==> config.mk <==
export PLATFORM = sky130hd
export DESIGN_NAME = dc_motor_trapezoid_ramp_core
export DESIGN_NICKNAME = d
export VERILOG_FILES = /design/src/hw/rtl/dmtr_pkg.sv /design/src/hw/rtl/dmtr_cfg.sv /design/src/hw/rtl/dmtr_scale.sv /design/src/hw/rtl/dmtr_step.sv /design/src/hw/rtl/dc_motor_trapezoid_ramp_core.sv
export SDC_FILE = /design/constraint.sdc
export NUM_CORES = 2
export LEC_CHECK = 0
export BUFFER_PORTS_ARGS = -buffer_cell sky130_fd_sc_hd__buf_2
export CAP_MARGIN = 20
export CORE_AREA = 2 2 422 424
export DETAILED_ROUTE_END_ITERATION = 10
export DIE_AREA = 0 0 424 426
export PLACE_DENSITY_LB_ADDON = 0.25
export SLEW_MARGIN = 20
export SYNTH_ARGS = -nofsm -noshare
export SYNTH_HDL_FRONTEND = slang
export SYNTH_SLANG_ARGS = --single-unit
==> constraint.sdc <==
create_clock -name clk -period 25 [get_ports clk]
set_input_delay 1.25 -clock clk [delete_from_list [all_inputs] [get_ports clk]]
set_output_delay 1.25 -clock clk [all_outputs]
set_load 0.01 [all_outputs]
==> src/hw/rtl/dmtr_pkg.sv <==
`timescale 1ns / 1ps
// ----------------------------------------------------------------------------
// dmtr_pkg: shared types and constants for the trapezoid ramp core
// Event codes, register indexes, phase encoding and state/config records.
// ----------------------------------------------------------------------------
package dmtr_pkg;

	localparam int CFG_ADDR_W  = 3;
	localparam int CFG_DATA_W  = 32;
	localparam int MAX_DUTY_W  = 10;
	localparam int TIME_W      = 32;
	localparam int RATE_W      = 32;
	localparam int FRAC_BITS   = 16;

	// event codes
	localparam logic [1:0] FUNC_REFRESH = 2'd0;
	localparam logic [1:0] FUNC_MOVE    = 2'd1;
	localparam logic [1:0] FUNC_STOP    = 2'd2;

	// register indexes
	localparam logic [CFG_ADDR_W-1:0] REG_MAX_DUTY   = 3'd0;
	localparam logic [CFG_ADDR_W-1:0] REG_ACCEL_RATE = 3'd1;
	localparam logic [CFG_ADDR_W-1:0] REG_DECEL_RATE = 3'd2;
	localparam logic [CFG_ADDR_W-1:0] REG_DECEL_SPAN = 3'd3;
	localparam logic [CFG_ADDR_W-1:0] REG_REVERSED   = 3'd4;

	localparam logic [RATE_W-1:0] ACCEL_RATE_RST = 32'd6710886;
	localparam logic [RATE_W-1:0] DECEL_RATE_RST = 32'd6710886;
	localparam logic [TIME_W-1:0] DECEL_SPAN_RST = 32'd10;
	localparam logic [MAX_DUTY_W-1:0] MAX_DUTY_RST = 10'h3FF;

	// phase codes as seen on the result port
	localparam logic [1:0] PHASE_CODE_IDLE   = 2'd0;
	localparam logic [1:0] PHASE_CODE_ACCEL  = 2'd1;
	localparam logic [1:0] PHASE_CODE_CRUISE = 2'd2;
	localparam logic [1:0] PHASE_CODE_DECEL  = 2'd3;

	typedef enum logic [3:0] {
		PH_IDLE   = 4'b0001,
		PH_ACCEL  = 4'b0010,
		PH_CRUISE = 4'b0100,
		PH_DECEL  = 4'b1000
	} dmtr_phase_t;

	typedef struct packed {
		dmtr_phase_t       phase;
		logic              dir;
		logic [TIME_W-1:0] duration_ms;
		logic [TIME_W-1:0] start_ms;
		logic              pwm_on;
	} dmtr_state_t;

	typedef struct packed {
		logic [RATE_W-1:0] accel_rate;
		logic [RATE_W-1:0] decel_rate;
		logic [TIME_W-1:0] decel_span_ms;
		logic              reversed;
	} dmtr_cfg_t;

	function automatic logic [1:0] phase_code(input dmtr_phase_t ph);
		logic [1:0] code;
		case (ph)
			PH_ACCEL:  code = PHASE_CODE_ACCEL;
			PH_CRUISE: code = PHASE_CODE_CRUISE;
			PH_DECEL:  code = PHASE_CODE_DECEL;
			default:   code = PHASE_CODE_IDLE;
		endcase
		return code;
	endfunction

endpackage

==> src/hw/rtl/dmtr_cfg.sv <==
`timescale 1ns / 1ps
// ----------------------------------------------------------------------------
// dmtr_cfg: configuration register file
// Write-only registers for duty ceiling, ramp rates, decel span and polarity.
// ----------------------------------------------------------------------------
module dmtr_cfg #(
	parameter int DUTY_BITS = 10
) (
	input  logic                               clk,
	input  logic                               arst_n,
	input  logic                               cfg_wen,
	input  logic [dmtr_pkg::CFG_ADDR_W-1:0]    cfg_addr,
	input  logic [dmtr_pkg::CFG_DATA_W-1:0]    cfg_data,
	output logic [DUTY_BITS-1:0]               max_duty,
	output dmtr_pkg::dmtr_cfg_t                cfg
);
	import dmtr_pkg::*;

	logic [DUTY_BITS-1:0] max_duty_q;
	dmtr_cfg_t            cfg_q;

	always_ff @(posedge clk or negedge arst_n) begin
		if (!arst_n) begin
			max_duty_q          <= DUTY_BITS'(MAX_DUTY_RST);
			cfg_q.accel_rate    <= ACCEL_RATE_RST;
			cfg_q.decel_rate    <= DECEL_RATE_RST;
			cfg_q.decel_span_ms <= DECEL_SPAN_RST;
			cfg_q.reversed      <= 1'b0;
		end else if (cfg_wen) begin
			case (cfg_addr)
				REG_MAX_DUTY:   max_duty_q <= DUTY_BITS'(cfg_data[MAX_DUTY_W-1:0]);
				REG_ACCEL_RATE: cfg_q.accel_rate <= cfg_data[RATE_W-1:0];
				REG_DECEL_RATE: cfg_q.decel_rate <= cfg_data[RATE_W-1:0];
				REG_DECEL_SPAN: cfg_q.decel_span_ms <= cfg_data[TIME_W-1:0];
				REG_REVERSED:   cfg_q.reversed <= cfg_data[0];
				default: ;
			endcase
		end
	end

	assign max_duty = max_duty_q;
	assign cfg      = cfg_q;

endmodule

==> src/hw/rtl/dmtr_scale.sv <==
`timescale 1ns / 1ps
// ----------------------------------------------------------------------------
// dmtr_scale: UQ16.16 rate times milliseconds, saturated to the duty ceiling
// Product is truncated toward zero before the compare against the cap.
// ----------------------------------------------------------------------------
module dmtr_scale #(
	parameter int DUTY_BITS = 10
) (
	input  logic [dmtr_pkg::RATE_W-1:0] rate,
	input  logic [dmtr_pkg::TIME_W-1:0] ms,
	input  logic [DUTY_BITS-1:0]        cap,
	output logic [DUTY_BITS-1:0]        duty
);
	import dmtr_pkg::*;

	localparam int PROD_W = RATE_W + TIME_W;
	localparam int INT_W  = PROD_W - FRAC_BITS;

	logic [PROD_W-1:0] prod;
	logic [INT_W-1:0]  whole;
	logic              sat;

	assign prod  = {{TIME_W{1'b0}}, rate} * {{RATE_W{1'b0}}, ms};
	assign whole = prod[PROD_W-1:FRAC_BITS];
	assign sat   = whole > {{(INT_W-DUTY_BITS){1'b0}}, cap};
	assign duty  = sat ? cap : whole[DUTY_BITS-1:0];

endmodule

==> src/hw/rtl/dmtr_step.sv <==
`timescale 1ns / 1ps
// ----------------------------------------------------------------------------
// dmtr_step: next-state logic for one event
// Phase transitions, move bookkeeping and the shared duty scaler.
// ----------------------------------------------------------------------------
module dmtr_step #(
	parameter int DUTY_BITS = 10
) (
	input  logic [1:0]                   func,
	input  logic [dmtr_pkg::TIME_W-1:0]  now_ms,
	input  logic signed [31:0]           move_ms,
	input  dmtr_pkg::dmtr_state_t        st,
	input  logic [DUTY_BITS-1:0]         duty,
	input  logic [DUTY_BITS-1:0]         max_duty,
	input  dmtr_pkg::dmtr_cfg_t          cfg,
	output dmtr_pkg::dmtr_state_t        st_next,
	output logic [DUTY_BITS-1:0]         duty_next
);
	import dmtr_pkg::*;

	logic [TIME_W-1:0]    elapsed;
	logic [TIME_W-1:0]    used;
	logic [TIME_W-1:0]    remain;
	logic [TIME_W-1:0]    sel_ms;
	logic [RATE_W-1:0]    sel_rate;
	logic [DUTY_BITS-1:0] scaled;
	logic                 cruise_end;
	logic [31:0]          mv_u;
	logic                 neg;
	logic [TIME_W-1:0]    mag;
	logic                 mv_dir;
	logic [TIME_W:0]      ext_sum;
	logic [TIME_W-1:0]    ext_dur;

	assign elapsed  = now_ms - st.start_ms;
	assign used     = (elapsed < st.duration_ms) ? elapsed : st.duration_ms;
	assign remain   = st.duration_ms - used;
	// one multiplier serves both ramps; only one phase is active at a time
	assign sel_ms   = (st.phase == PH_ACCEL) ? elapsed : remain;
	assign sel_rate = (st.phase == PH_ACCEL) ? cfg.accel_rate : cfg.decel_rate;

	dmtr_scale #(.DUTY_BITS(DUTY_BITS)) u_scale (
		.rate (sel_rate),
		.ms   (sel_ms),
		.cap  (max_duty),
		.duty (scaled)
	);

	// compared without wrap
	assign cruise_end = ({1'b0, elapsed} + {1'b0, cfg.decel_span_ms})
		>= {1'b0, st.duration_ms};

	assign mv_u    = move_ms;
	assign neg     = mv_u[31];
	assign mag     = neg ? (~mv_u + 32'd1) : mv_u;
	assign mv_dir  = ~neg ^ cfg.reversed;
	assign ext_sum = {1'b0, st.duration_ms} + {1'b0, mag};
	assign ext_dur = ext_sum[TIME_W] ? {TIME_W{1'b1}} : ext_sum[TIME_W-1:0];

	always_comb begin
		st_next   = st;
		duty_next = duty;
		case (func)
			FUNC_REFRESH: begin
				case (st.phase)
					PH_ACCEL: begin
						duty_next     = scaled;
						st_next.pwm_on = 1'b1;
						if (scaled >= max_duty) st_next.phase = PH_CRUISE;
					end
					PH_CRUISE: begin
						if (cruise_end) st_next.phase = PH_DECEL;
					end
					PH_DECEL: begin
						duty_next     = scaled;
						st_next.pwm_on = 1'b1;
						if (scaled == '0) st_next.phase = PH_IDLE;
					end
					default: ;
				endcase
			end
			FUNC_MOVE: begin
				if (mv_u != 32'd0) begin
					if (st.phase == PH_IDLE) begin
						st_next.dir         = mv_dir;
						st_next.duration_ms = mag;
						st_next.start_ms    = now_ms;
						st_next.phase       = PH_ACCEL;
					end else if (mv_dir == st.dir) begin
						st_next.duration_ms = ext_dur;
					end
				end
			end
			FUNC_STOP: begin
				if (st.phase != PH_IDLE) begin
					st_next.pwm_on = 1'b0;
					st_next.phase  = PH_IDLE;
				end
			end
			default: ;
		endcase
	end

endmodule

==> src/hw/rtl/dc_motor_trapezoid_ramp_core.sv <==
`timescale 1ns / 1ps
// ----------------------------------------------------------------------------
// dc_motor_trapezoid_ramp_core: trapezoidal velocity profile for a DC motor
// Timestamped events (refresh, move, stop) drive an idle / accelerate /
// cruise / decelerate sequence and produce duty, PWM enable and direction.
//
// Input channel: in_valid / in_stall with func, now_ms, move_ms. Every
// accepted event yields exactly one result transaction on out_valid /
// out_stall carrying phase, duty, pwm_enabled and dir_pin after the event.
// An accepted event is registered in the input stage, evaluated by the step logic
// and presented at out_valid from the result register. Throughput: one event
// per cycle while out_stall is low. The limiting path is the single shared
// 32x32 rate multiplier plus saturation and phase compare in the step logic.
// When the receiver stalls, the result register holds and the input stage
// takes one more event; after that in_stall rises until the result drains.
// Reset clears the profile state to idle, duty and PWM off, and loads the
// configuration defaults. Configuration writes go through cfg_wen/cfg_addr/
// cfg_data and are expected only while no event is in flight.
// ----------------------------------------------------------------------------
module dc_motor_trapezoid_ramp_core #(
	parameter int DUTY_BITS = 10
) (
	input  logic                            clk,
	input  logic                            arst_n,
	input  logic                            cfg_wen,
	input  logic [dmtr_pkg::CFG_ADDR_W-1:0] cfg_addr,
	input  logic [dmtr_pkg::CFG_DATA_W-1:0] cfg_data,
	input  logic                            in_valid,
	output logic                            in_stall,
	input  logic [1:0]                      func,
	input  logic [31:0]                     now_ms,
	input  logic signed [31:0]              move_ms,
	output logic                            out_valid,
	input  logic                            out_stall,
	output logic [1:0]                      phase,
	output logic [DUTY_BITS-1:0]            duty,
	output logic                            pwm_enabled,
	output logic                            dir_pin
);
	import dmtr_pkg::*;

	logic [DUTY_BITS-1:0] max_duty;
	dmtr_cfg_t            cfg;

	logic                 valid_s1;
	logic [1:0]           func_s1;
	logic [TIME_W-1:0]    now_ms_s1;
	logic signed [31:0]   move_ms_s1;

	dmtr_state_t          st_q;
	dmtr_state_t          st_next;
	logic [DUTY_BITS-1:0] duty_q;
	logic [DUTY_BITS-1:0] duty_next;

	logic                 valid_s2;
	logic [1:0]           phase_s2;
	logic [DUTY_BITS-1:0] duty_s2;
	logic                 pwm_s2;
	logic                 dir_s2;

	logic                 adv_s2;
	logic                 ready_s1;
	logic                 in_acc;
	logic                 fire;

	dmtr_cfg #(.DUTY_BITS(DUTY_BITS)) u_cfg (
		.clk      (clk),
		.arst_n   (arst_n),
		.cfg_wen  (cfg_wen),
		.cfg_addr (cfg_addr),
		.cfg_data (cfg_data),
		.max_duty (max_duty),
		.cfg      (cfg)
	);

	assign adv_s2   = !valid_s2 || !out_stall;
	assign ready_s1 = !valid_s1 || adv_s2;
	assign in_acc   = in_valid && ready_s1;
	assign fire     = valid_s1 && adv_s2;
	assign in_stall = !ready_s1;

	dmtr_step #(.DUTY_BITS(DUTY_BITS)) u_step (
		.func      (func_s1),
		.now_ms    (now_ms_s1),
		.move_ms   (move_ms_s1),
		.st        (st_q),
		.duty      (duty_q),
		.max_duty  (max_duty),
		.cfg       (cfg),
		.st_next   (st_next),
		.duty_next (duty_next)
	);

	always_ff @(posedge clk or negedge arst_n) begin
		if (!arst_n) begin
			valid_s1 <= 1'b0;
			valid_s2 <= 1'b0;
		end else begin
			if (ready_s1) valid_s1 <= in_valid;
			if (adv_s2) valid_s2 <= valid_s1;
		end
	end

	always_ff @(posedge clk) begin
		if (in_acc) begin
			func_s1    <= func;
			now_ms_s1  <= now_ms;
			move_ms_s1 <= move_ms;
		end
		if (fire) begin
			phase_s2 <= phase_code(st_next.phase);
			duty_s2  <= duty_next;
			pwm_s2   <= st_next.pwm_on;
			dir_s2   <= st_next.dir;
		end
	end

	// profile state advances once per evaluated event
	always_ff @(posedge clk or negedge arst_n) begin
		if (!arst_n) begin
			st_q.phase       <= PH_IDLE;
			st_q.dir         <= 1'b0;
			st_q.duration_ms <= '0;
			st_q.start_ms    <= '0;
			st_q.pwm_on      <= 1'b0;
			duty_q           <= '0;
		end else if (fire) begin
			st_q   <= st_next;
			duty_q <= duty_next;
		end
	end

	assign out_valid   = valid_s2;
	assign phase       = phase_s2;
	assign duty        = duty_s2;
	assign pwm_enabled = pwm_s2;
	assign dir_pin     = dir_s2;

endmodule

=== Word-level counts from Yosys, hierarchy flattened ===
Index checks and enable logic that the tools add are counted.

* Output and inout bits: 16
* Bits in registers: 269
* Bits of input ports: 106
* Logic and storage cells: 93

* $mul: 1
* Reductions and logical operators: 21
* Mux-type cells: 24
* Add/sub/neg operators: 5
* Bitwise logic cells: 3
* Eq/ne operators: 15
* Magnitude comparators: 4

{| class="wikitable"
|+ Operators with widths
! kind !! count
|-
| 2-to-1 mux 32 bit || 8
|-
| 2-to-1 mux 69 bit || 1
|-
| adder 32 x 32 -> 33 bit || 2
|-
| 2-to-1 mux 65 bit || 1
|-
| multiplier 32 x 32 -> 64 bit || 1
|-
| subtractor 32 bit || 2
|-
| > comparator 48 x 10 -> 1 bit || 1
|-
| greater-or-equal comparator 33 x 32 -> 1 bit || 1
|-
| adder 32 x 1 -> 32 bit (second input constant) || 1
|-
| less-than comparator 32 bit || 1
|-
| NOT 32 bit || 1
|-
| nonzero test 32 bit || 1
|-
| 2-to-1 mux 10 bit || 3
|-
| case mux 4 bit (3 select lines) || 2
|-
| 2-to-1 mux 4 bit || 4
|-
| greater-or-equal comparator 10 bit || 1
|-
| logical NOT 10 bit || 1
|-
| AND reduction 2 bit || 5
|-
| == test 4 x 2 -> 1 bit (second input constant) || 2
|-
| == test 4 x 3 -> 1 bit (second input constant) || 2
|-
| == test 4 bit (second input constant) || 2
|-
| AND reduction 4 bit || 2
|-
| == test 3 x 2 -> 1 bit (second input constant) || 2
|-
| case mux 2 bit (3 select lines) || 1
|-
| other kinds (19) || 25
|}

=== Logic depth before layout (Yosys ltp) ===
* Depth in word-level cells: 14
* Depth in mapped cells: 95
* Gate-level depth less buffers: 93

=== Cells and area by module ===
From an unflattened synthesis, not the netlist that was laid out.

* Cells, all modules: 6019
* Area total of the unflattened synthesis: 55587.1 sq um

{| class="wikitable"
|+ By module, submodules not included
! module !! instances !! seq. area each (sq um) !! area each (sq um) !! cells an instance
|-
| dmtr_scale || 1 || 0.0 || 34571.9 || 3961
|-
| dmtr_step || 1 || 0.0 || 10715.3 || 1566
|-
| dc_motor_trapezoid_ramp_core || 1 || 4455.5 || 5901.9 || 261
|-
| dmtr_cfg || 1 || 2722.6 || 4398.0 || 231
|}

=== Worst setup path after synthesis ===
Ideal clock, no wire load.

* Kind: flip-flop to flip-flop
* From: register now_ms_s1[0]
* To: register phase_s2[0] (netlist: phase[0]) (data pin)
* Setup slack: 5.618 ns
* Path buffers: 5
* Cell stages (with the launch flop): 91
* Arrival: 19.117 ns
* Required time: 24.735 ns
* Period minus slack after synthesis: 19.382 ns
* Cell sequence: edfxtp_1 inv_1 ha_1 inv_1 fa_1 a21o_1 a21oi_1 o21bai_1 a21oi_1 o211ai_1 and3b_1 nor2_1 a21oi_1 a41o_1 o41a_1 a21oi_1 xnor2_1 clkbuf_1 [55 not listed] nand4_2 buf_6 mux2i_1 ha_1 nand2b_1 a21o_1 a21o_1 a21o_1 a21o_1 a21o_1 a211oi_1 o31a_1 nor4_1 o21ai_0 a22o_1 nor2_1 o211ai_1 mux2i_1

* Word-level cells in the longest chain between the ends: 14

{| class="wikitable"
|+ Ends and longest elaborated chain
! element !! line !! source
|-
| start: declaration || dc_motor_trapezoid_ramp_core.sv:47 || <nowiki>logic [TIME_W-1:0] now_ms_s1;</nowiki>
|-
| start signal: assignment || dc_motor_trapezoid_ramp_core.sv:107 || <nowiki>now_ms_s1 <= now_ms;</nowiki>
|-
| subtractor 32 bit * || dmtr_step.sv:35 || <nowiki>assign elapsed = now_ms - st.start_ms;</nowiki>
|-
| less-than comparator 32 bit || dmtr_step.sv:36 || <nowiki>assign used = (elapsed < st.duration_ms) ? elapsed : st.duration_ms;</nowiki>
|-
| 2-to-1 mux 32 bit || dmtr_step.sv:36 ||
|-
| subtractor 32 bit || dmtr_step.sv:37 || <nowiki>assign remain = st.duration_ms - used;</nowiki>
|-
| 2-to-1 mux 32 bit || dmtr_step.sv:39 || <nowiki>assign sel_ms = (st.phase == PH_ACCEL) ? elapsed : remain;</nowiki>
|-
| multiplier 32 x 32 -> 64 bit || dmtr_scale.sv:23 || <nowiki>assign prod = {{TIME_W{1'b0}}, rate} * {{RATE_W{1'b0}}, ms};</nowiki>
|-
| > comparator 48 x 10 -> 1 bit || dmtr_scale.sv:25 || <nowiki>assign sat = whole > {{(INT_W-DUTY_BITS){1'b0}}, cap};</nowiki>
|-
| 2-to-1 mux 10 bit || dmtr_scale.sv:26 || <nowiki>assign duty = sat ? cap : whole[DUTY_BITS-1:0];</nowiki>
|-
| greater-or-equal comparator 10 bit or logical NOT 10 bit (tied branches) || dmtr_step.sv:69, dmtr_step.sv:77 ||
|-
| 2-to-1 mux 4 bit (on tied branches) || dmtr_step.sv:69, dmtr_step.sv:77 ||
|-
| case mux 4 bit (3 select lines) * || dmtr_step.sv:65 || <nowiki>case (st.phase)</nowiki>
|-
| case mux 4 bit (3 select lines) * || dmtr_step.sv:63 || <nowiki>case (func)</nowiki>
|-
| == test 4 bit, or another cell as far along || dmtr_pkg.sv:62 || <nowiki>case (ph)</nowiki>
|-
| case mux 2 bit (3 select lines) * || dmtr_pkg.sv:62 ||
|-
| end signal: assignment || dc_motor_trapezoid_ramp_core.sv:111 || <nowiki>phase_s2 <= phase_code(st_next.phase);</nowiki>
|-
| end: declaration || dc_motor_trapezoid_ramp_core.sv:56 || <nowiki>logic [1:0] phase_s2;</nowiki>
|}

Mark *: on every way between the ends. The rest lies on a longest branch, timed or not.
A chain may end at the register's enable or synchronous reset.

=== Worst setup path in the final report ===
* From: register now_ms_s1[1]
* To: register phase_s2[0] (netlist: phase[0]) (data pin)

Same word-level chain as after synthesis.

==> Implementation_results.wiki <==
{| class="wikitable"
! Metric !! Value
|-
| Buffers inserted by post-CTS timing repair || 0
|-
| Total Nets Final || 7333
|-
| Final RePlAce weighted congestion || 0.953
|-
| Worst path max stage delay || 960 ps
|-
| DRC || 0
|-
| Total of flip-flops plus latches after synthesis || 269
|-
| Post-detailed-route count of antenna-violating nets || 0
|-
| Fraction of the mapped netlist area in simple logic gates || 0.146
|-
| Cells resized by post-CTS repair || 0
|-
| Highest-count cells in the layout ignoring fill and taps || inv_1, fa_1, nand2_1
|-
| Library cell contributing the largest single delay on the critical path || and2_1
|-
| Htree depth || 2
|-
| Slew headroom || 0.177
|-
| Cell count after synthesis || 5861
|-
| Internal reg-to-reg setup slack || 2050 ps
|-
| Cell depth of the worst flop-to-flop path || 82
|-
| Share of synthesized area spent on multiplexers || 0.0441
|-
| Hold path startpoint || valid_s1
|-
| Run status || finished, final reports clean
|-
| Most frequent cell on the critical path || a21o_1
|-
| Avg Vias per Cell || 5.05
|-
| Launching instance or port of the critical path || now_ms_s1[1]
|-
| Maximum Capacitance Violations || 0
|-
| Area of the core region || 176000 sq um
|-
| Top-level port count || 122
|-
| Final Max Slew Viols || 0
|-
| Share of the cycle needed by the critical path after routing || 0.918
|-
| Row count || 154
|-
| Compound-gate portion of the synthesized area || 0.0967
|-
| # port buffers || 121
|-
| XOR/XNOR share of the synthesized area || 0.0272
|-
| Die height || 426 microns
|-
| Longest Clk Path Bufs || 3
|-
| DRT iter0 DRCs || 2739
|-
| Sum of net half-perimeters after detailed placement || 149 mm
|-
| Clock tree from TritonCTS || yes
|-
| Mean routed wirelength per cell || 22.5 microns
|-
| Global-route wire length before repair || 280 mm
|-
| Start of the worst register-to-register path || now_ms_s1[1]
|-
| Crit path launch type || flip-flop
|-
| Net count after synthesis || 7336
|-
| # hold bufs at CTS || 0
|-
| Yosys Warn Count || 0
|-
| Layout cells sized above 1 || 0.0933
|-
| Finish-stage setup viols || 0
|-
| TritonCTS buffer count || 36
|-
| Clock Tree Root || clkbuf_16
|-
| Chip width || 424 microns
|-
| Area growth from synthesis to final layout || 9.09%
|-
| Clock latency reported for the late side of the worst-skew pair || 560 ps
|-
| GRT Residual Overflow || 0
|-
| Cell area reported after detailed placement || 56000 sq um
|-
| Die outline area || 181000 sq um
|-
| EDFF count, synth || 80
|-
| Combined global-route utilization of all metal layers || 0.206
|-
| Setup repair after global routing missed its margin || false
|-
| Final non-filler cell area || 57300 sq um
|-
| Clock-pin transition on the worst setup and hold timing paths || 60 ps
|-
| Data arrival time at the worst-slack endpoint || 23260 ps
|-
| Number of sinks on the clock net || 269
|-
| Type of element capturing the critical path || flip-flop
|-
| Worst min-delay path category || reg2reg
|-
| Via total after detailed routing || 41500
|-
| Most common library cell in the layout ignoring fill and taps || inv_1
|-
| Average instance area after synthesis || 8.96 sq um
|-
| Most frequently used flop master after synthesis || dfrtp_1
|-
| Worst Max-Slew Pin Slew || 1230 ps
|-
| Worst Skew || 36.5 ps
|-
| First-pass iteration count of the detailed router || 5
|-
| Post-synthesis instance area || 52500 sq um
|-
| Adder-cell share of the synthesized area || 0.455
|-
| Critical Setup Path Class || reg2reg
|-
| Async set-or-reset flop fraction in the synthesized netlist || 0.703
|-
| Sequential-to-total area share from yosys stat || 0.137
|-
| Final critical delay including setup and external delays || 22950 ps
|-
| Cell depth of the worst hold path || 1
|-
| Final Hold Vio Count || 0
|-
| Initial core utilization || 0.299
|-
| Worst min-delay path endpoint || out_valid
|-
| Maximum number of pins on one net before global-route repair || 74
|-
| Required time of the critical path || 25310 ps
|-
| Highest attainable clock frequency || 43.6 MHz
|-
| Setup TNS Final || 0 ps
|-
| Largest family of logic cells by synthesized area || adder cells
|-
| Worst-path maximum fanout || 32
|-
| Final wirelength || 185 mm
|-
| Number of filler cells placed in the layout || 18500
|-
| End of the worst register-to-register path || phase[0]
|-
| Number of library cell types mapped by synthesis || 91
|-
| Number of non-filler instances in the completed layout || 8228
|-
| Placed cell count || 8160
|-
| Number of global-route vias before repair || 43100
|-
| Number of antenna violations at the first check in global routing || 7
|}
[flip-flops by register name (all words and copies together), names as in the netlist]
| name | count |
|---|---|
| u_cfg.cfg | 97 |
| st_q | 70 |
| move_ms_s1 | 32 |
| now_ms_s1 | 32 |
| duty | 10 |
| duty_q | 10 |
| u_cfg.max_duty | 10 |
| func_s1 | 2 |
| phase | 2 |
| dir_pin | 1 |
| out_valid | 1 |
| pwm_enabled | 1 |
| valid_s1 | 1 |
[layer usage]
metal  track usage  wire length [microns]
met5             0                      0
met4        0.0735                   7930
met3        0.0243                  10500
met2         0.336                  85700
met1         0.281                  81100
[critical path: cells and delay by family (launching register included)]
| kind | cells | cell delay (ps) |
|---|---|---|
| adder cells (fa/ha/maj) | 15 | 6090 |
| buffers and inverters | 4 | 720 |
| multiplexers | 2 | 550 |
| XOR/XNOR | 2 | 410 |
| AND/OR/NAND/NOR | 21 | 5230 |
| AO/OA/AOI/OAI | 38 | 9190 |
| flip-flops | 1 | 430 |
[cells by family (layout without fill, tap and decap cells)]
group | count (synthesis) | count (layout)
simple gates | 1762 | 1762
fa+ha+maj | 1369 | 1369
buf+inv | 1319 | 1344
compound gates | 768 | 768
flops | 269 | 269
mux | 211 | 211
xor+xnor | 163 | 163
other cells | 0 | 2
[worst max path at each step]
| stage | end | slack [ps] | cells past startpoint |
|---|---|---|---|
| 6_report | phase[0] | 2050 | 82 |
| 5_1_grt | phase[1] | 520 | 84 |
| 4_1_cts | phase[1] | 2230 | 85 |
| 3_5_place_dp | phase[1] | 2330 | 82 |
| 3_3_place_gp | phase[1] | 2440 | 85 |
| 2_1_floorplan | phase[0] | 5620 | 90 |
[per-stage QoR]
stage | worst slack, ps | util | hold WS [ps]
after floorplan | 5620 | - | 454
after global placement | 2440 | 0.319 | 469
after detailed placement | 2330 | 0.319 | 486
after CTS | 2230 | 0.326 | 499
after global routing | 522 | 0.326 | 512
final | 2050 | 0.326 | 493
[cells in the mapped netlist, drive strengths merged (20+ instances only)]
cell,n,share of area
o21ai,168,0.016
xor2,38,0.0063
clkbuf,238,0.017
nor2b,31,0.0037
dfrtp,152,0.072
o22ai,37,0.0044
nor4,23,0.0030
a31oi,22,0.0026
mux2,153,0.033
ha,470,0.11
edfxtp,80,0.046
nor3,58,0.0055
o31ai,20,0.0033
a211oi,21,0.0030
a21oi,197,0.019
nand3,38,0.0036
mux2i,58,0.011
nand4,42,0.0051
o21a,45,0.0064
nor2,469,0.034
xnor2,125,0.021
fa,899,0.34
inv,1051,0.075
a21o,69,0.0099
and2,84,0.010
nand2,886,0.063
nand2b,35,0.0042
buf,29,0.0026
a32o,30,0.0057
dfstp,37,0.019
a32oi,36,0.0060
[layout make-up]
cell class,count,area (sq um),share of cell area
clock inverter,17,275,0.00480
timing repair buffer,226,1400,0.0245
tap,2340,2930,0.0511
clock buffer,49,980,0.0171
multi-input combinational,4273,40600,0.708
inverter,1052,3950,0.0689
antenna,2,5.00,0.0000873
sequential,269,7180,0.125
Power is left out: the tool's default activity adds up to more than one toggle a clock period on the data nets, which glitch-free logic cannot reach.
